**config.mk**
```make
export PLATFORM = sky130hd
export DESIGN_NAME = hid_keyboard_report_builder
export DESIGN_NICKNAME = d
export VERILOG_FILES = /design/src/rtl/hkb_pkg.sv /design/src/rtl/hkb_ram.sv /design/src/rtl/hkb_cfg.sv /design/src/rtl/hkb_slots.sv /design/src/rtl/hkb_ctrl.sv /design/src/rtl/hid_keyboard_report_builder.sv
export SDC_FILE = /design/constraint.sdc
export NUM_CORES = 1
export LEC_CHECK = 0
export BUFFER_PORTS_ARGS = -buffer_cell sky130_fd_sc_hd__buf_4
export CAP_MARGIN = 5
export CORE_MARGIN = 1.5
export CORE_UTILIZATION = 47
export DETAILED_ROUTE_END_ITERATION = 8
export SLEW_MARGIN = 5
export SYNTH_ARGS = -nofsm -noshare
export SYNTH_HDL_FRONTEND = slang
export SYNTH_SLANG_ARGS = --single-unit
```
**constraint.sdc**
```tcl
create_clock -name clk -period 13.49 [get_ports clk]
set_input_delay 1.349 -clock clk [delete_from_list [all_inputs] [get_ports clk]]
set_output_delay 1.349 -clock clk [all_outputs]
set_load 0.01 [all_outputs]
```
**src/rtl/hkb_pkg.sv**
```systemverilog
// hkb_pkg: shared constants, types and keymap for the keyboard report builder
package hkb_pkg;

  // default sizes
  localparam int BITSET_BYTES_DEF   = 29;
  localparam int BOOT_KEY_SLOTS_DEF = 6;

  // bitset memory address width (bitset depth ranges 29..32)
  localparam int ADDR_W   = 5;
  localparam int PADDR_W  = 6;
  localparam int PDATA_W  = 64;
  localparam int FKMASK_W = 232;

  // report layout
  localparam logic [4:0] REPORT_LEN = 5'd29;
  localparam logic [4:0] MOD_BYTE   = 5'd28;

  // usage codes
  localparam logic [7:0] USAGE_LIMIT   = 8'hE8;
  localparam logic [7:0] MOD_FIRST     = 8'hE0;
  localparam logic [7:0] MOD_LAST      = 8'hE7;
  localparam logic [7:0] BOOT_FIRST    = 8'h04;
  localparam logic [7:0] BOOT_LAST     = 8'hDF;
  localparam logic [7:0] ROLLOVER      = 8'h01;
  localparam logic [7:0] CONSUMER_PAGE = 8'h10;

  // input modes
  localparam logic [1:0] MODE_KEY     = 2'd0;
  localparam logic [1:0] MODE_RESEND  = 2'd1;
  localparam logic [1:0] MODE_SUSPEND = 2'd2;
  localparam logic [1:0] MODE_WAKE    = 2'd3;

  // result kinds
  localparam logic [1:0] KIND_KEYBOARD = 2'd0;
  localparam logic [1:0] KIND_FUNCKEY  = 2'd1;
  localparam logic [1:0] KIND_CONSUMER = 2'd2;

  // register indexes
  localparam logic [2:0] REG_PROTOCOL = 3'd0;
  localparam logic [2:0] REG_FKMASK0  = 3'd1;
  localparam logic [2:0] REG_FKMASK1  = 3'd2;
  localparam logic [2:0] REG_FKMASK2  = 3'd3;
  localparam logic [2:0] REG_FKMASK3  = 3'd4;

  typedef enum logic [2:0] {
    ST_IDLE,
    ST_RMW,
    ST_SCAN,
    ST_SCAN_END,
    ST_EMIT
  } state_t;

  // configuration seen by the control logic
  typedef struct packed {
    logic                report_protocol;
    logic [FKMASK_W-1:0] fkmask;
  } cfg_t;

  // boot slot collector control
  typedef struct packed {
    logic       clear;
    logic       take;
    logic [4:0] base;
    logic [7:0] data;
  } scan_t;

  // bitset memory request
  typedef struct packed {
    logic              we;
    logic [ADDR_W-1:0] waddr;
    logic [7:0]        wdata;
    logic              re;
    logic [ADDR_W-1:0] raddr;
  } ram_req_t;

  // 6x4 matrix keymap, zero for unmapped positions
  function automatic logic [15:0] matrix_code(input logic [2:0] row, input logic [2:0] col);
    logic [15:0] code;
    case ({row, col})
      6'o03:   code = 16'h10E2;
      6'o10:   code = 16'h0053;
      6'o11:   code = 16'h0055;
      6'o12:   code = 16'h0054;
      6'o13:   code = 16'h0056;
      6'o20:   code = 16'h005F;
      6'o21:   code = 16'h0060;
      6'o22:   code = 16'h0061;
      6'o30:   code = 16'h005C;
      6'o31:   code = 16'h005D;
      6'o32:   code = 16'h005E;
      6'o33:   code = 16'h0057;
      6'o40:   code = 16'h0059;
      6'o41:   code = 16'h005A;
      6'o42:   code = 16'h005B;
      6'o50:   code = 16'h0062;
      6'o51:   code = 16'h0063;
      6'o53:   code = 16'h0058;
      default: code = 16'h0000;
    endcase
    return code;
  endfunction

endpackage

```
**src/rtl/hkb_ram.sv**
```systemverilog
// hkb_ram: generic single-write single-read ram with registered read
module hkb_ram #(
  parameter int WIDTH = 8,
  parameter int DEPTH = 32
) (
  input  logic                     clk,
  input  logic                     we,
  input  logic [$clog2(DEPTH)-1:0] waddr,
  input  logic [WIDTH-1:0]         wdata,
  input  logic                     re,
  input  logic [$clog2(DEPTH)-1:0] raddr,
  output logic [WIDTH-1:0]         rdata
);

  logic [WIDTH-1:0] mem [DEPTH];

  // write port
  always_ff @(posedge clk) begin
    if (we) begin
      mem[waddr] <= wdata;
    end
  end

  // registered read, holds when not reading
  always_ff @(posedge clk) begin
    if (re) begin
      rdata <= mem[raddr];
    end
  end

endmodule

```
**src/rtl/hkb_cfg.sv**
```systemverilog
// hkb_cfg: apb register file for protocol select and function-key masks
module hkb_cfg
  import hkb_pkg::*;
(
  input  logic               clk,
  input  logic               rst,
  input  logic               psel,
  input  logic               penable,
  input  logic               pwrite,
  input  logic [PADDR_W-1:0] paddr,
  input  logic [PDATA_W-1:0] pwdata,
  output logic [PDATA_W-1:0] prdata,
  output logic               pready,
  output cfg_t               cfg
);

  logic        report_protocol;
  logic [63:0] fkmask0;
  logic [63:0] fkmask1;
  logic [63:0] fkmask2;
  logic [39:0] fkmask3;
  logic        wr_en;
  logic [2:0]  reg_idx;

  assign pready  = 1'b1;
  assign wr_en   = psel && penable && pwrite;
  assign reg_idx = paddr[5:3];

  // register writes
  always_ff @(posedge clk) begin
    if (rst) begin
      report_protocol <= 1'b1;
      fkmask0         <= '0;
      fkmask1         <= '0;
      fkmask2         <= '0;
      fkmask3         <= '0;
    end else if (wr_en) begin
      case (reg_idx)
        REG_PROTOCOL: report_protocol <= pwdata[0];
        REG_FKMASK0:  fkmask0         <= pwdata;
        REG_FKMASK1:  fkmask1         <= pwdata;
        REG_FKMASK2:  fkmask2         <= pwdata;
        REG_FKMASK3:  fkmask3         <= pwdata[39:0];
        default: ;
      endcase
    end
  end

  // read mux
  always_comb begin
    case (reg_idx)
      REG_PROTOCOL: prdata = {63'd0, report_protocol};
      REG_FKMASK0:  prdata = fkmask0;
      REG_FKMASK1:  prdata = fkmask1;
      REG_FKMASK2:  prdata = fkmask2;
      REG_FKMASK3:  prdata = {24'd0, fkmask3};
      default:      prdata = '0;
    endcase
  end

  assign cfg.report_protocol = report_protocol;
  assign cfg.fkmask          = {fkmask3, fkmask2, fkmask1, fkmask0};

endmodule

```
**src/rtl/hkb_slots.sv**
```systemverilog
// hkb_slots: collects the lowest pressed usages for the boot report
module hkb_slots
  import hkb_pkg::*;
#(
  parameter int BOOT_KEY_SLOTS = BOOT_KEY_SLOTS_DEF
) (
  input  logic                           clk,
  input  logic                           rst,
  input  scan_t                          scan,
  output logic [BOOT_KEY_SLOTS-1:0][7:0] slots
);

  localparam int NW = $clog2(BOOT_KEY_SLOTS + 1);

  logic [BOOT_KEY_SLOTS-1:0][7:0] slots_next;
  logic [NW-1:0]                  nfill;
  logic [NW-1:0]                  nfill_next;
  logic [7:0]                     u;

  // place the set bits of one bitset byte, lowest usage first
  always_comb begin
    slots_next = slots;
    nfill_next = nfill;
    u          = '0;
    for (int j = 0; j < 8; j++) begin
      u = {scan.base, 3'(j)};
      if (scan.data[j] && (u >= BOOT_FIRST) && (u <= BOOT_LAST) &&
          (nfill_next < NW'(BOOT_KEY_SLOTS))) begin
        for (int i = 0; i < BOOT_KEY_SLOTS; i++) begin
          if (nfill_next == NW'(i)) begin
            slots_next[i] = u;
          end
        end
        nfill_next = nfill_next + NW'(1);
      end
    end
  end

  // fill count
  always_ff @(posedge clk) begin
    if (rst || scan.clear) begin
      nfill <= '0;
    end else if (scan.take) begin
      nfill <= nfill_next;
    end
  end

  // slot contents
  always_ff @(posedge clk) begin
    if (scan.clear) begin
      slots <= '0;
    end else if (scan.take) begin
      slots <= slots_next;
    end
  end

endmodule

```
**src/rtl/hkb_ctrl.sv**
```systemverilog
// hkb_ctrl: event sequencer, bitset read-modify-write and report beat streaming
module hkb_ctrl
  import hkb_pkg::*;
#(
  parameter int BITSET_BYTES   = BITSET_BYTES_DEF,
  parameter int BOOT_KEY_SLOTS = BOOT_KEY_SLOTS_DEF
) (
  input  logic                           clk,
  input  logic                           rst,
  // input channel
  input  logic                           in_valid,
  output logic                           in_stall,
  input  logic [1:0]                     mode,
  input  logic [2:0]                     key_row,
  input  logic [2:0]                     key_col,
  input  logic                           key_pressed,
  // output channel
  output logic                           out_valid,
  input  logic                           out_stall,
  output logic [1:0]                     result_kind,
  output logic [7:0]                     byte_value,
  output logic [4:0]                     byte_index,
  output logic                           last_byte,
  // configuration
  input  cfg_t                           cfg,
  // bitset memory
  output ram_req_t                       ram_req,
  input  logic [7:0]                     ram_rdata,
  // boot slot collector
  output scan_t                          scan,
  input  logic [BOOT_KEY_SLOTS-1:0][7:0] slots
);

  state_t                  state, state_next;
  logic                    susp, susp_next;
  logic [7:0]              cnt, cnt_next;
  logic [BITSET_BYTES-1:0] vld, vld_next;
  logic [7:0]              usage, usage_next;
  logic                    press, press_next;
  logic [1:0]              kind, kind_next;
  logic [4:0]              beat, beat_next;
  logic                    boot, boot_next;
  logic [4:0]              sc, sc_next;
  logic                    scan_pend, scan_pend_next;
  logic [4:0]              scan_base, scan_base_next;
  logic                    rd_ent_vld;
  // read stage ahead of the output register
  logic                    s1_valid, s1_valid_next;
  logic                    s1_from_ram, s1_from_ram_next;
  logic [7:0]              s1_byte, s1_byte_next;
  logic [4:0]              s1_idx, s1_idx_next;
  logic [1:0]              s1_kind, s1_kind_next;
  logic                    s1_last, s1_last_next;

  logic        move;
  logic        free;
  logic [7:0]  rd_byte;
  logic [7:0]  s1_value;
  logic [15:0] code;
  logic [7:0]  wmask;
  logic        changed;
  logic [4:0]  nbeats;
  logic [7:0]  slot_val;

  // stage hand-off
  assign move     = s1_valid && (!out_valid || !out_stall);
  assign free     = !s1_valid || move;
  assign rd_byte  = rd_ent_vld ? ram_rdata : 8'd0;
  assign s1_value = s1_from_ram ? rd_byte : s1_byte;
  assign code     = matrix_code(key_row, key_col);
  assign wmask    = 8'd1 << usage[2:0];
  assign changed  = (usage < USAGE_LIMIT) && (rd_byte[usage[2:0]] != press);
  assign nbeats   = boot ? 5'(2 + BOOT_KEY_SLOTS) : REPORT_LEN;

  // boot slot value for the current beat
  always_comb begin
    slot_val = 8'd0;
    if (cnt > 8'(BOOT_KEY_SLOTS)) begin
      slot_val = ROLLOVER;
    end else if (cnt != 8'd0) begin
      for (int i = 0; i < BOOT_KEY_SLOTS; i++) begin
        if (beat == 5'(i + 2)) begin
          slot_val = slots[i];
        end
      end
    end
  end

  // next state and control
  always_comb begin
    state_next       = state;
    susp_next        = susp;
    cnt_next         = cnt;
    vld_next         = vld;
    usage_next       = usage;
    press_next       = press;
    kind_next        = kind;
    beat_next        = beat;
    boot_next        = boot;
    sc_next          = sc;
    scan_pend_next   = 1'b0;
    scan_base_next   = scan_base;
    s1_valid_next    = move ? 1'b0 : s1_valid;
    s1_from_ram_next = s1_from_ram;
    s1_byte_next     = s1_byte;
    s1_idx_next      = s1_idx;
    s1_kind_next     = s1_kind;
    s1_last_next     = s1_last;
    ram_req          = '0;
    in_stall         = 1'b1;
    scan.clear       = 1'b0;
    scan.take        = scan_pend;
    scan.base        = scan_base;
    scan.data        = rd_byte;

    case (state)
      ST_IDLE: begin
        in_stall = s1_valid;
        if (in_valid && !s1_valid) begin
          case (mode)
            MODE_SUSPEND: begin
              susp_next = 1'b1;
            end
            MODE_WAKE: begin
              susp_next = 1'b0;
              cnt_next  = '0;
              vld_next  = '0;
            end
            MODE_RESEND: begin
              if (!susp) begin
                kind_next = KIND_KEYBOARD;
                beat_next = '0;
                sc_next   = '0;
                boot_next = !cfg.report_protocol;
                state_next = cfg.report_protocol ? ST_EMIT : ST_SCAN;
              end
            end
            MODE_KEY: begin
              if (!susp && code != 16'd0) begin
                if (code[15:8] == CONSUMER_PAGE) begin
                  // consumer usage goes out as a single beat
                  s1_valid_next    = 1'b1;
                  s1_from_ram_next = 1'b0;
                  s1_byte_next     = key_pressed ? code[7:0] : 8'd0;
                  s1_idx_next      = '0;
                  s1_kind_next     = KIND_CONSUMER;
                  s1_last_next     = 1'b1;
                end else begin
                  usage_next    = code[7:0];
                  press_next    = key_pressed;
                  ram_req.re    = 1'b1;
                  ram_req.raddr = code[7:3];
                  state_next    = ST_RMW;
                end
              end
            end
            default: ;
          endcase
        end
      end

      ST_RMW: begin
        if (changed) begin
          ram_req.we              = 1'b1;
          ram_req.waddr           = usage[7:3];
          ram_req.wdata           = press ? (rd_byte | wmask) : (rd_byte & ~wmask);
          vld_next[usage[7:3]]    = 1'b1;
          if (!(usage inside {[MOD_FIRST:MOD_LAST]})) begin
            cnt_next = press ? cnt + 8'd1 : cnt - 8'd1;
          end
          beat_next = '0;
          sc_next   = '0;
          if (cfg.fkmask[usage]) begin
            kind_next  = KIND_FUNCKEY;
            boot_next  = 1'b0;
            state_next = ST_EMIT;
          end else begin
            kind_next  = KIND_KEYBOARD;
            boot_next  = !cfg.report_protocol;
            state_next = cfg.report_protocol ? ST_EMIT : ST_SCAN;
          end
        end else begin
          state_next = ST_IDLE;
        end
      end

      ST_SCAN: begin
        // sweep the key bytes into the slot collector
        ram_req.re     = 1'b1;
        ram_req.raddr  = sc;
        scan.clear     = (sc == 5'd0);
        scan_pend_next = 1'b1;
        scan_base_next = sc;
        sc_next        = sc + 5'd1;
        if (sc == MOD_BYTE - 5'd1) begin
          state_next = ST_SCAN_END;
        end
      end

      ST_SCAN_END: begin
        beat_next  = '0;
        state_next = ST_EMIT;
      end

      ST_EMIT: begin
        if (free) begin
          s1_valid_next = 1'b1;
          s1_idx_next   = beat;
          s1_kind_next  = kind;
          s1_last_next  = (beat == nbeats - 5'd1);
          if (!boot || beat == 5'd0) begin
            ram_req.re       = 1'b1;
            ram_req.raddr    = (beat == 5'd0) ? MOD_BYTE : beat - 5'd1;
            s1_from_ram_next = 1'b1;
          end else begin
            s1_from_ram_next = 1'b0;
            s1_byte_next     = (beat == 5'd1) ? 8'd0 : slot_val;
          end
          beat_next = beat + 5'd1;
          if (beat == nbeats - 5'd1) begin
            state_next = ST_IDLE;
          end
        end
      end

      default: begin
        state_next = ST_IDLE;
      end
    endcase
  end

  // control registers
  always_ff @(posedge clk) begin
    if (rst) begin
      state     <= ST_IDLE;
      susp      <= 1'b0;
      cnt       <= '0;
      vld       <= '0;
      s1_valid  <= 1'b0;
      scan_pend <= 1'b0;
      out_valid <= 1'b0;
    end else begin
      state     <= state_next;
      susp      <= susp_next;
      cnt       <= cnt_next;
      vld       <= vld_next;
      s1_valid  <= s1_valid_next;
      scan_pend <= scan_pend_next;
      if (move) begin
        out_valid <= 1'b1;
      end else if (!out_stall) begin
        out_valid <= 1'b0;
      end
    end
  end

  // working and payload registers
  always_ff @(posedge clk) begin
    usage       <= usage_next;
    press       <= press_next;
    kind        <= kind_next;
    beat        <= beat_next;
    boot        <= boot_next;
    sc          <= sc_next;
    scan_base   <= scan_base_next;
    s1_from_ram <= s1_from_ram_next;
    s1_byte     <= s1_byte_next;
    s1_idx      <= s1_idx_next;
    s1_kind     <= s1_kind_next;
    s1_last     <= s1_last_next;
    if (ram_req.re) begin
      rd_ent_vld <= vld[ram_req.raddr];
    end
    if (move) begin
      result_kind <= s1_kind;
      byte_value  <= s1_value;
      byte_index  <= s1_idx;
      last_byte   <= s1_last;
    end
  end

endmodule

```
**src/rtl/hid_keyboard_report_builder.sv**
```systemverilog
// hid_keyboard_report_builder: top level of the keyboard report builder
//
// Key events (mode, key_row, key_col, key_pressed) come in on a valid/stall
// channel; report bytes leave one per beat on a valid/stall channel with
// result_kind, byte_value, byte_index and last_byte, last_byte marking the
// final beat of an event. An APB port at byte address 8*i holds the protocol
// select and the function-key masks; pready is always high.
// The block takes one event at a time. Suspend, wake, unmapped and suspended
// events are done in the idle state; a consumer event passes through the read
// stage, and a mapped key found unchanged goes back to idle from the RMW state.
// A key change costs a read-modify-write of the bitset memory, then an NKRO or
// function-key report streams its 29 bytes out of the single read port at one
// beat a cycle while the receiver does not stall. A boot report first sweeps
// the 28 key bytes through the same port, then sends 2+BOOT_KEY_SLOTS beats.
// Reset clears the bitset at once through per-byte valid bits, clears the
// key count and suspend flag and selects NKRO. When the receiver stalls,
// the output register holds its beat and the stream pauses; the next event
// is taken once the last beat has left the read stage.
module hid_keyboard_report_builder
  import hkb_pkg::*;
#(
  parameter int BITSET_BYTES   = BITSET_BYTES_DEF,
  parameter int BOOT_KEY_SLOTS = BOOT_KEY_SLOTS_DEF
) (
  input  logic               clk,
  input  logic               rst,
  // configuration port
  input  logic               psel,
  input  logic               penable,
  input  logic               pwrite,
  input  logic [PADDR_W-1:0] paddr,
  input  logic [PDATA_W-1:0] pwdata,
  output logic [PDATA_W-1:0] prdata,
  output logic               pready,
  // input channel
  input  logic               in_valid,
  output logic               in_stall,
  input  logic [1:0]         mode,
  input  logic [2:0]         key_row,
  input  logic [2:0]         key_col,
  input  logic               key_pressed,
  // output channel
  output logic               out_valid,
  input  logic               out_stall,
  output logic [1:0]         result_kind,
  output logic [7:0]         byte_value,
  output logic [4:0]         byte_index,
  output logic               last_byte
);

  cfg_t                           cfg;
  ram_req_t                       ram_req;
  logic [7:0]                     ram_rdata;
  scan_t                          scan;
  logic [BOOT_KEY_SLOTS-1:0][7:0] slots;

  // configuration registers
  hkb_cfg u_cfg (
    .clk     (clk),
    .rst     (rst),
    .psel    (psel),
    .penable (penable),
    .pwrite  (pwrite),
    .paddr   (paddr),
    .pwdata  (pwdata),
    .prdata  (prdata),
    .pready  (pready),
    .cfg     (cfg)
  );

  // key bitset memory
  hkb_ram #(
    .WIDTH (8),
    .DEPTH (BITSET_BYTES)
  ) u_bitset (
    .clk   (clk),
    .we    (ram_req.we),
    .waddr (ram_req.waddr),
    .wdata (ram_req.wdata),
    .re    (ram_req.re),
    .raddr (ram_req.raddr),
    .rdata (ram_rdata)
  );

  // boot report slot collector
  hkb_slots #(
    .BOOT_KEY_SLOTS (BOOT_KEY_SLOTS)
  ) u_slots (
    .clk   (clk),
    .rst   (rst),
    .scan  (scan),
    .slots (slots)
  );

  // sequencer and output stage
  hkb_ctrl #(
    .BITSET_BYTES   (BITSET_BYTES),
    .BOOT_KEY_SLOTS (BOOT_KEY_SLOTS)
  ) u_ctrl (
    .clk         (clk),
    .rst         (rst),
    .in_valid    (in_valid),
    .in_stall    (in_stall),
    .mode        (mode),
    .key_row     (key_row),
    .key_col     (key_col),
    .key_pressed (key_pressed),
    .out_valid   (out_valid),
    .out_stall   (out_stall),
    .result_kind (result_kind),
    .byte_value  (byte_value),
    .byte_index  (byte_index),
    .last_byte   (last_byte),
    .cfg         (cfg),
    .ram_req     (ram_req),
    .ram_rdata   (ram_rdata),
    .scan        (scan),
    .slots       (slots)
  );

  // a consumer beat is always a lone final beat at index zero
  a_consumer_single: assert property (@(posedge clk) disable iff (rst)
    out_valid && result_kind == KIND_CONSUMER |-> byte_index == 5'd0 && last_byte)
    else $error("consumer beat not a single final beat");

  // only the final byte of a report may sit at the top index
  a_last_at_end: assert property (@(posedge clk) disable iff (rst)
    out_valid && !last_byte |-> byte_index != MOD_BYTE)
    else $error("report runs past its last byte");

  // keyboard reports end at the boot or nkro length
  a_kbd_len: assert property (@(posedge clk) disable iff (rst)
    out_valid && last_byte && result_kind == KIND_KEYBOARD
      |-> byte_index == MOD_BYTE || byte_index == 5'(BOOT_KEY_SLOTS + 1))
    else $error("keyboard report has a wrong length");

  // function-key reports always carry the full bitmap
  a_fk_len: assert property (@(posedge clk) disable iff (rst)
    out_valid && last_byte && result_kind == KIND_FUNCKEY |-> byte_index == MOD_BYTE)
    else $error("function-key report has a wrong length");

endmodule

```
=== Word-level counts from Yosys, hierarchy flattened ===
Memory sizes are Yosys's and may differ from the RTL's. A register that Yosys moved wholly into a read port is not among the register bits.
Index checks and enable logic that the tools add are counted.

* ROM bits: 576
* Memories kept: 2
* Memory bits (writable): 232
* Logic and storage cells: 433
* Output and inout bits: 83
* Register bits after elaboration: 389
* Input port bits: 86

{| class="wikitable"
|+ Memory list
! name !! depth !! width !! read ports !! clocked after Yosys merged registers in !! wr ports !! line !! RTL
|-
| (name not given) || 64 || 9 || 1 || 0 || 0 || hkb_pkg.sv:79 || <nowiki>case ({row, col})</nowiki>
|-
| u_bitset.mem || 29 || 8 || 1 || 1 || 1 || hkb_ram.sv:15 || <nowiki>logic [WIDTH-1:0] mem [DEPTH];</nowiki>
|}

* Eq/ne operators: 80
* Bitwise operators: 5
* Add/subtract/negate cells: 14
* Muxes and demuxes: 185
* Reduce and logical (&&, ||, !) cells: 77
* Shifts and indexed selects: 1
* Magnitude comparators: 33

{| class="wikitable"
|+ Operators by type and width
! operator !! count
|-
| $mux 8 || 72
|-
| $mux 48 || 8
|-
| $pmux 64 s5 || 1
|-
| $mux 29 || 3
|-
| $le 8x8->1 const B || 9
|-
| $ge 8x3->1 const B || 8
|-
| $eq 3x2->1 const B || 20
|-
| $mux 5 || 12
|-
| $pmux 29 s2 || 1
|-
| $eq 3x3->1 const B || 18
|-
| $mux 3 || 18
|-
| $mux 6 || 6
|-
| $mux 1 || 34
|-
| $logic_and 1x1->1 || 32
|-
| $pmux 8 s2 || 2
|-
| $eq 3x1->1 const B || 10
|-
| $logic_not 3->1 || 10
|-
| $or 29x29->29 || 1
|-
| $mux 14 || 2
|-
| $add 3x1->3 const B || 8
|-
| $lt 3x3->1 const B || 8
|-
| $eq 5x3->1 const B || 4
|-
| $pmux 5 s4 || 1
|-
| $reduce_and 5->1 || 4
|-
| 55 further kinds || 103
|}

=== Longest topological paths before layout ===
Gate-level depths: netlist of the first run.

* Depth after elaboration: 26
* Mapped depth: 44
* Mapped depth without buffers: 43

=== Cells and area by module ===
From an unflattened synthesis of the first run, not the netlist that was laid out.

* Cell total of the unflattened synthesis: 2,851
* Area, all modules: 32,567.5 µm²

{| class="wikitable"
|+ By module, submodules not included
! module !! cells an instance !! area an instance (µm²) !! instances !! seq. area each (µm²)
|-
| hkb_cfg || 1,068 || 11,008.1 || 1 || 4,664.5
|-
| hkb_ram || 467 || 9,401.5 || 1 || 7,206.9
|-
| hkb_ctrl || 777 || 7,842.5 || 1 || 2,682.6
|-
| hkb_slots || 539 || 4,315.4 || 1 || 1,021.0
|}

=== Worst setup path after synthesis of the first run ===
No wires, ideal clock.

* Kind: register -> register
* Start: reg u_ctrl.scan_base[3]
* End: reg u_slots.slots[35] (netlist name)
* Library setup time: 0.072 ns
* Stages on the path, launching flop included: 44
* Period minus slack after synthesis: 8.212 ns
* Data arrival time: 8.140 ns
* Path slack: 5.278 ns
* Required time: 13.418 ns
* Path buffers: 0
* Cell sequence: edfxtp_1 or3_4 o21ai_1 nor2_1 nand2_1 xnor2_1 inv_1 ha_1 ha_1 nor2b_1 and2_1 a21oi_1 o221ai_1 inv_1 ha_1 nand3_1 a2111oi_4 a221o_1 (+8 left out) a21o_1 inv_1 ha_1 nand2_1 a21oi_2 nor2_8 inv_4 nor2_1 nor2_1 xor2_1 inv_1 ha_1 nand2_1 nor2_1 o21ai_0 o311ai_4 o21ai_2 mux2i_1

* Word-level cells in the longest chain between the ends: 26
* Elaborated cells on any way between the ends: 82
* Classes of those cells: 6 x add/sub; 23 x order compare; 7 x eq/ne; 22 x mux; 24 x reduce/logical

{| class="wikitable"
|+ RTL lines
! what !! line !! RTL
|-
| start: declaration || hkb_ctrl.sv:45 || <nowiki>logic [4:0] scan_base, scan_base_next;</nowiki>
|-
| start signal: assignment || hkb_ctrl.sv:265 || <nowiki>scan_base <= scan_base_next;</nowiki>
|-
| $ge 8x3->1 || hkb_slots.sv:27 || <nowiki>if (scan.data[j] && (u >= BOOT_FIRST) && (u <= BOOT_LAST) &&</nowiki>
|-
| $logic_and 1x1->1 (3 in a row) || hkb_slots.sv:27 ||
|-
| $mux 3 || hkb_slots.sv:27 ||
|-
| $lt 3x3->1 || hkb_slots.sv:28 || <nowiki>(nfill_next < NW'(BOOT_KEY_SLOTS))) begin</nowiki>
|-
| $logic_and 1x1->1 || hkb_slots.sv:27 ||
|-
| $mux 3 || hkb_slots.sv:27 ||
|-
| $lt 3x3->1 || hkb_slots.sv:28 ||
|-
| $logic_and 1x1->1 || hkb_slots.sv:27 ||
|-
| (+8 left out) || -- ||
|-
| $logic_and 1x1->1 || hkb_slots.sv:27 ||
|-
| $mux 3 || hkb_slots.sv:27 ||
|-
| $lt 3x3->1 || hkb_slots.sv:28 ||
|-
| $logic_and 1x1->1 || hkb_slots.sv:27 ||
|-
| $mux 3 || hkb_slots.sv:27 ||
|-
| $lt 3x3->1 or $eq 3x3->1 (tied branches) || hkb_slots.sv:28, hkb_slots.sv:30 ||
|-
| $logic_and 1x1->1 or $mux 8 (tied branches) || hkb_slots.sv:27, hkb_slots.sv:30 ||
|-
| $mux 48 (*) || hkb_slots.sv:27 ||
|-
| end signal: assignment || hkb_slots.sv:53 || <nowiki>slots <= slots_next;</nowiki>
|-
| end: declaration || hkb_slots.sv:10 || <nowiki>output logic [BOOT_KEY_SLOTS-1:0][7:0] slots</nowiki>
|}

Mark *: on every way between the ends. The rest lies on a longest branch, timed or not.
A chain may end at the register's enable or synchronous reset.

=== Worst setup path after layout of the first run ===
* Start: reg u_ctrl.scan_base[4]
* End: reg u_slots.slots[44] (netlist name)

The elaborated chain is that of the path after synthesis.

==> results of run 1 <==
## worst reg2reg max path: cells and delay by family, from the launching register on
kind / cells / cell delay [ns]
compound gates: 12 / 3.49
xor+xnor: 1 / 0.45
fa+ha+maj: 7 / 1.95
buf+inv: 6 / 0.73
flops: 1 / 0.49
mux: 1 / 0.25
simple gates: 12 / 2.63
## layout by cell type (no fill, tap or decap), types with 11 or more instances in the layout
cell type  instances
clkbuf_16         74
clkbuf_1          15
xnor2_1           15
nand3_1           65
nand4_1           13
edfxtp_1         300
dfxtp_1          328
a211oi_1          15
nor2_1           162
a311oi_1          18
and2_1            20
ha_1              59
mux2_2            31
mux4_2            96
inv_1             63
mux2i_1          108
o22ai_1           11
buf_4            209
clkbuf_8          12
nand2b_1          15
and3_1            17
nand2_1          726
nor3_1            27
a22oi_1          120
o21ai_0           78
o21a_1            32
a31oi_1           12
a21oi_1          334
## synthesized netlist by cell type, types with 32 or more instances
library cell	number	area share, %
nand2_1	730	8.8
a22oi_1	120	2.9
a21oi_1	337	5.4
o21a_1	32	0.78
mux2i_1	108	3.5
mux4_2	96	7.0
ha_1	59	2.4
o21ai_0	78	1.3
nor2_1	168	2.0
nand3_1	65	1.0
clkbuf_1	164	2.0
dfxtp_1	328	21
inv_1	63	0.76
edfxtp_1	300	29
## layout make-up
| type | count | area, um2 | area share, % |
|---|---|---|---|
| flip-flops and latches | 628 | 15570 | 44.01 |
| repair buffers | 210 | 1580 | 4.465 |
| clock inverters | 30 | 452.9 | 1.280 |
| clock buffers | 101 | 2073 | 5.858 |
| multi-input cells | 2195 | 14370 | 40.61 |
| diodes | 4 | 10.01 | 0.02828 |
| inverters | 67 | 256.5 | 0.7247 |
| well taps | 855 | 1070 | 3.023 |
## state kept, by name, summed over array words and instances (netlist names), 8 cells and up
signal	cells
u_bitset.mem	232
u_cfg.fkmask0	64
u_cfg.fkmask1	64
u_cfg.fkmask2	64
u_slots.slots	48
u_cfg.fkmask3	40
u_ctrl.vld	29
u_bitset.rdata	8
u_ctrl.byte_value	8
u_ctrl.cnt	8
u_ctrl.s1_byte	8
u_ctrl.usage	8
## path summary, 6_finish.rpt
check	slack (ns)	end	startpoint
setup reg to reg	3.42	u_slots.slots[44]	u_ctrl.scan_base[4]
hold / removal	0.42	u_ctrl.byte_index[4]	u_ctrl.s1_idx[4]
setup / recovery	3.42	u_slots.slots[44]	u_ctrl.scan_base[4]
hold reg to reg	0.42	u_ctrl.byte_index[4]	u_ctrl.s1_idx[4]
## cell families after synthesis
group	Yosys count
flip-flops	628
adder cells (fa/ha/maj)	60
other	1
multiplexers	235
XOR/XNOR	22
AO/OA/AOI/OAI	751
buffers and inverters	285
AND/OR/NAND/NOR	1126
## layer usage
layer  up-vias  part of all wire [%]  GRT usage, %
met2       993                    47         42.63
met4         4                   2.4         7.978
met3       144                   7.0         4.162
met5         -                 0.034             0
met1     12130                    44         38.01
li1      11400                     -             -
## power groups by stage
stage	sequential, mW	combinational, mW	clock [mW]
floorplan	2.11	0.435	0
global placement	2.13	0.627	0
detailed placement	2.13	0.637	0
CTS	2.09	0.640	2.10
global route	2.10	0.699	2.18
finish	2.09	0.647	2.07
## stage by stage
stage	cell area, um2	std cells	hold slack, ns	utilization [%]
after floorplan	30980	3108	0.4003	-
after global placement	32850	3955	0.4022	50.68
after detailed placement	32850	3955	0.4052	50.68
after CTS	35380	4086	0.4185	54.58
after global routing	35390	4090	0.4342	54.61
final	35390	4090	0.4203	54.61
==> results.sh, run 1 <==
export IMPL_nFillCells=5665
export IMPL_netSwitchingFraction_pct=26.52
export IMPL_worstSetupPathDepth=39
export IMPL_period_share_pct=74.66
export IMPL_drive_gt1_share_pct=16.06
export IMPL_number_of_slew_limit_violations_in_the_final_report=0
export IMPL_leakage_nw=12.54
export IMPL_clock_skew_final_ns=0.03014
export IMPL_final_count_of_hold_timing_violations=0
export IMPL_worst_path_most_repeated_cell="ha_1"
export IMPL_place_ws_ns=3.628
export IMPL_worstHoldPathCells=0
export IMPL_net_switching_power_mw=1.275
export IMPL_mappedNetlistArea_um2=30980
export IMPL_timing_fmax_mhz=99.29
export IMPL_dr_pass1_iters=8
export IMPL_timing_critical_path_arrival_ns=10.60
export IMPL_yosys_warnings=0
export IMPL_synth_top_family_by_area="compound AO/OA/AOI/OAI gates"
export IMPL_finalCriticalPeriod_ns=10.07
export IMPL_num_rows=93
export IMPL_global_route_wire_length_before_repair_um=141300
export IMPL_drc_errors=0
export IMPL_synth_xor_xnor_area_share_pct=0.6219
export IMPL_maximum_capacitance_violations=0
export IMPL_worst_skew_pair_late_latency_ns=0.63
export IMPL_routed_wirelength_um=91140
export IMPL_critical_path_top_delay_family="compound AO/OA/AOI/OAI gates"
export IMPL_place_gp_congestion=0.9055
export IMPL_initial_core_utilization_pct=47.80
export IMPL_timing_max_slew_rel_slack_pct=16.51
export IMPL_critical_path_top_delay_cell="edfxtp_1"
export IMPL_critical_path_max_stage_delay_ns=0.49
export IMPL_grtUsageTotal_pct=26.89
export IMPL_synth_edf_count=300
export IMPL_yosys_area_share_simple_pct=15.56
export IMPL_worstPathBufferInverterCount=6
export IMPL_ys_flop_type="dfxtp_1"
export IMPL_worst_slack_ns=3.419
export IMPL_cp_data_required_time_ns=14.02
export IMPL_num_vias=24660
export IMPL_grt_setup_unrepaired="no"
export IMPL_grt_antenna_before_repair=7
export IMPL_buffers_added_on_ports=164
export IMPL_clock_sinks=628
export IMPL_criticalPathCategory="reg -> reg"
export IMPL_cellPowerDensity_nw_per_um2=135.8
export IMPL_synth_area_mux_share_pct=11.59
export IMPL_asyncSetResetFlopFracSynth_pct=0
export IMPL_clock_tree_buffer_depth=3
export IMPL_tritoncts_clock_tree="built"
export IMPL_synth_adder_area_share_pct=2.447
export IMPL_setup_tns_ns=0
export IMPL_sequential_share_of_power_pct=43.5
export IMPL_max_slew_worst_pin_slew_ns=1.252
export IMPL_ctsResizeCount=0
export IMPL_clkPwrFrac_pct=43.0
export IMPL_worstPathMaxFanout=15
export IMPL_p_total_mw=4.806
export IMPL_die_h_um=259.8
export IMPL_numCtsBuffers=71
export IMPL_p_comb_share_pct=13.5
export IMPL_path_clk_slew_ns=0.06
export IMPL_synthesis_nets=3254
export IMPL_drt_initial_drc_count=2480
export IMPL_wire_per_inst_um=22.28
export IMPL_ioPinCount=169
export IMPL_placeableCoreArea_um2=64810
export IMPL_fp_dieArea_um2=67470
export IMPL_post_cts_setup_buffer_count=0
export IMPL_layout_nets=3319
export IMPL_synth_lib_cells_used_distinct=100
export IMPL_remaining_global_route_overflow=0
export IMPL_cts_root_buffer_cell="clkbuf_16"
export IMPL_synth_compound_area_share_pct=15.87
export IMPL_vdd_ir_drop_max_mv=0.1039
export IMPL_worstSetupEndpointType="flip-flop"
export IMPL_cp_start_kind="flip-flop"
export IMPL_die_wd_um=259.8
export IMPL_grt_max_degree=107
export IMPL_synth_area_per_cell_um2=9.969
export IMPL_clock_tree_htree_level_count=3
export IMPL_worstRegToRegCells=39
export IMPL_ant_nets=0
export IMPL_status="finished clean"
export IMPL_postCtsHoldBufs=0
export IMPL_syn_to_final_growth_pct=14.23
export IMPL_via_count_of_the_first_global_routing_pass=23720
export IMPL_internal_power_mw=3.532
export IMPL_sequential_element_share_of_the_synthesized_area_pct=50.27
export IMPL_yosys_register_bits=628
export IMPL_synthesis_instances=3108
export IMPL_final_setup_viol_count=0
export IMPL_hold_path_class="reg -> reg"
export IMPL_place_hpwl_um=61810
export IMPL_drt_vias_per_instance=6.030
(Power assumes the default switching activity.)
==> run 2, diff against run 1 <==
--- a/config.mk
+++ b/config.mk
@@ -10,6 +10,7 @@
 export CORE_MARGIN = 1.5
 export CORE_UTILIZATION = 47
 export DETAILED_ROUTE_END_ITERATION = 8
+export PLACE_DENSITY = 0.66
 export SLEW_MARGIN = 5
 export SYNTH_ARGS = -nofsm -noshare
 export SYNTH_HDL_FRONTEND = slang
==> constraint.sdc (replaced) <==
create_clock -name clk -period 8.8 [get_ports clk]
set_input_delay 0.88 -clock clk [delete_from_list [all_inputs] [get_ports clk]]
set_output_delay 0.88 -clock clk [all_outputs]
set_load 0.01 [all_outputs]
==> run 2 against run 1 <==
Sequential share of layout area about the same; non-clock buffer count up 15; sequential power up 54%; clock-buffer cell count down 11; hold slack better by 0.0014 ns; total power up 49%; maximum frequency up 21%; clock skew down 0.013 ns; clock power up 42%; design area down 0.11%; first-iteration DRC count up 0.48%; critical path depth up 3; largest power group unchanged; highest routed layer unchanged.
==> results.sh, run 2 (synthesized netlist as in run 1, its figures left out) <==
export IMPL_clock_skew_final_ns=0.01725
export IMPL_hold_path_class="reg -> reg"
export IMPL_remaining_global_route_overflow=0
export IMPL_num_rows=93
export IMPL_max_slew_worst_pin_slew_ns=1.329
export IMPL_period_share_pct=94.47
export IMPL_mostFrequentLayoutCells="nand2_1 (727), a21oi_1 (333), dfxtp_1 (328), edfxtp_1 (300), buf_4 (224)"
export IMPL_fp_dieArea_um2=67470
export IMPL_drt_initial_drc_count=2492
export IMPL_nFillCells=5553
export IMPL_timing_fmax_mhz=120.3
export IMPL_cp_data_required_time_ns=9.32
export IMPL_postLayoutCoreUtil_pct=54.54
export IMPL_worst_skew_pair_late_latency_ns=0.61
export IMPL_maximum_capacitance_violations=0
export IMPL_criticalPathCategory="reg -> reg"
export IMPL_finalCriticalPeriod_ns=8.314
export IMPL_tritoncts_clock_tree="built"
export IMPL_min_from="u_ctrl.s1_idx[1]"
export IMPL_clock_sinks=628
export IMPL_final_count_of_hold_timing_violations=0
export IMPL_worst_path_most_repeated_cell="ha_1"
export IMPL_dr_pass1_iters=6
export IMPL_final_setup_viol_count=0
export IMPL_p_total_mw=7.158
export IMPL_registers_top_by_ff_count="u_bitset.mem"
export IMPL_critical_path_max_stage_delay_ns=0.49
export IMPL_grt_antenna_before_repair=7
export IMPL_grtUsageTotal_pct=26.21
export IMPL_cts_root_buffer_cell="clkbuf_16"
export IMPL_place_gp_congestion=0.9084
export IMPL_timing_max_slew_rel_slack_pct=11.29
export IMPL_buffers_added_on_ports=164
export IMPL_layout_nets=3331
export IMPL_grt_setup_unrepaired="no"
export IMPL_placed_cell_area_um2=32970
export IMPL_status="finished clean"
export IMPL_worstHoldPathCells=0
export IMPL_vdd_ir_drop_max_mv=0.1380
export IMPL_grt_max_degree=98
export IMPL_cellPowerDensity_nw_per_um2=202.5
export IMPL_worstSetupEndpointType="flip-flop"
export IMPL_die_h_um=259.8
export IMPL_die_wd_um=259.8
export IMPL_path_clk_slew_ns=0.05
export IMPL_mostFrequentLayoutCell="nand2_1"
export IMPL_clock_tree_htree_level_count=3
export IMPL_worstRegToRegCells=42
export IMPL_ant_nets=0
export IMPL_syn_to_final_growth_pct=14.10
export IMPL_leakage_nw=12.52
export IMPL_drive_gt1_share_pct=16.62
export IMPL_numCtsBuffers=68
export IMPL_drt_vias_per_instance=6.067
export IMPL_global_route_wire_length_before_repair_um=138000
export IMPL_cp_start_kind="flip-flop"
export IMPL_num_vias=24860
export IMPL_critical_path_top_delay_cell="edfxtp_1"
export IMPL_place_hpwl_um=60430
export IMPL_worstPathMaxFanout=8
export IMPL_initial_core_utilization_pct=47.80
export IMPL_timing_critical_path_arrival_ns=8.83
export IMPL_timing_hold_worst_endpoint="u_ctrl.byte_index[1]"
export IMPL_routed_wirelength_um=89790
export IMPL_worstReg2RegEnd="u_slots.slots[39]"
export IMPL_via_count_of_the_first_global_routing_pass=23710
export IMPL_setup_reg_to_reg_worst_slack_ns=0.49
export IMPL_post_cts_setup_buffer_count=0
export IMPL_ioPinCount=169
export IMPL_clock_tree_buffer_depth=3
export IMPL_finalHoldWorstSlack_ns=0.4217
export IMPL_post_route_cell_area_um2=35350
export IMPL_number_of_slew_limit_violations_in_the_final_report=0
export IMPL_placeableCoreArea_um2=64810
export IMPL_wire_per_inst_um=21.92
export IMPL_setup_tns_ns=0
export IMPL_drc_errors=0
export IMPL_reg2reg_from="u_ctrl.scan_base[3]"
export IMPL_flip_flop_count_of_the_largest_register_all_copies_and_words_added=232
[run 2: how the worst max path moves through the flow]
stage / startpoint / to / slack, ns / cells past startpoint
global route: u_ctrl.scan_base[3] / u_slots.slots[39] / 0.02 / 43
finish: u_ctrl.scan_base[3] / u_slots.slots[39] / 0.49 / 42
global placement: u_ctrl.scan_base[2] / u_slots.slots[35] / 0.48 / 41
floorplan: u_ctrl.scan_base[3] / u_slots.slots[35] / 0.59 / 43
detailed placement: u_ctrl.scan_base[2] / u_slots.slots[35] / 0.22 / 40
CTS: u_ctrl.scan_base[2] / u_slots.slots[39] / 0.17 / 40
[run 2: cell type report]
cell class	instances	area [um2]	area share, %
Antenna cell	4	10.01	0.02831
Clock buffer	90	1942	5.493
Clock inverter	33	347.8	0.9839
Inverter	67	256.5	0.7256
Multi-Input combinational cell	2195	14460	40.90
Sequential cell	628	15570	44.06
Tap cell	855	1070	3.026
Timing Repair Buffer	225	1693	4.789
[run 2: where the power goes]
group	internal [mW]	switching (mW)	total, mW
combinational	0.358	0.658	1.02
clock	1.74	1.20	2.94
sequential	3.13	0.0723	3.21
[run 2: timing repair]
action                     4_1_cts  5_1_grt
setup endpoints to repair        0       41
hold buffers                     0        0
gates resized for setup          0        9
[run 2: metrics by stage]
| step | std cells | setup WS [ns] |
|---|---|---|
| floorplan | 3108 | 0.5879 |
| global route | 4093 | 0.01643 |
| CTS | 4093 | 0.1699 |
| detailed placement | 3970 | 0.2238 |
| finish | 4097 | 0.4865 |
| global placement | 3970 | 0.4841 |
[run 2: routing by layer]
| metal | up-vias | track usage [%] | share of wire (%) |
|---|---|---|---|
| met3 | 188 | 5.136 | 7.8 |
| met1 | 12170 | 34.82 | 41 |
| met4 | 6 | 9.318 | 3.1 |
| li1 | 11410 | - | - |
| met5 | - | 0 | 0.051 |
| met2 | 1083 | 42.61 | 48 |
[run 2: worst max-delay path, delay by kind of cell, from the launching register on]
| family | cells | cell delay, ns |
|---|---|---|
| adder cells (fa/ha/maj) | 7 | 1.86 |
| buffers and inverters | 6 | 0.58 |
| AO/OA/AOI/OAI | 9 | 1.83 |
| multiplexers | 1 | 0.22 |
| XOR/XNOR | 3 | 0.78 |
| AND/OR/NAND/NOR | 16 | 2.47 |
| flip-flops | 1 | 0.49 |
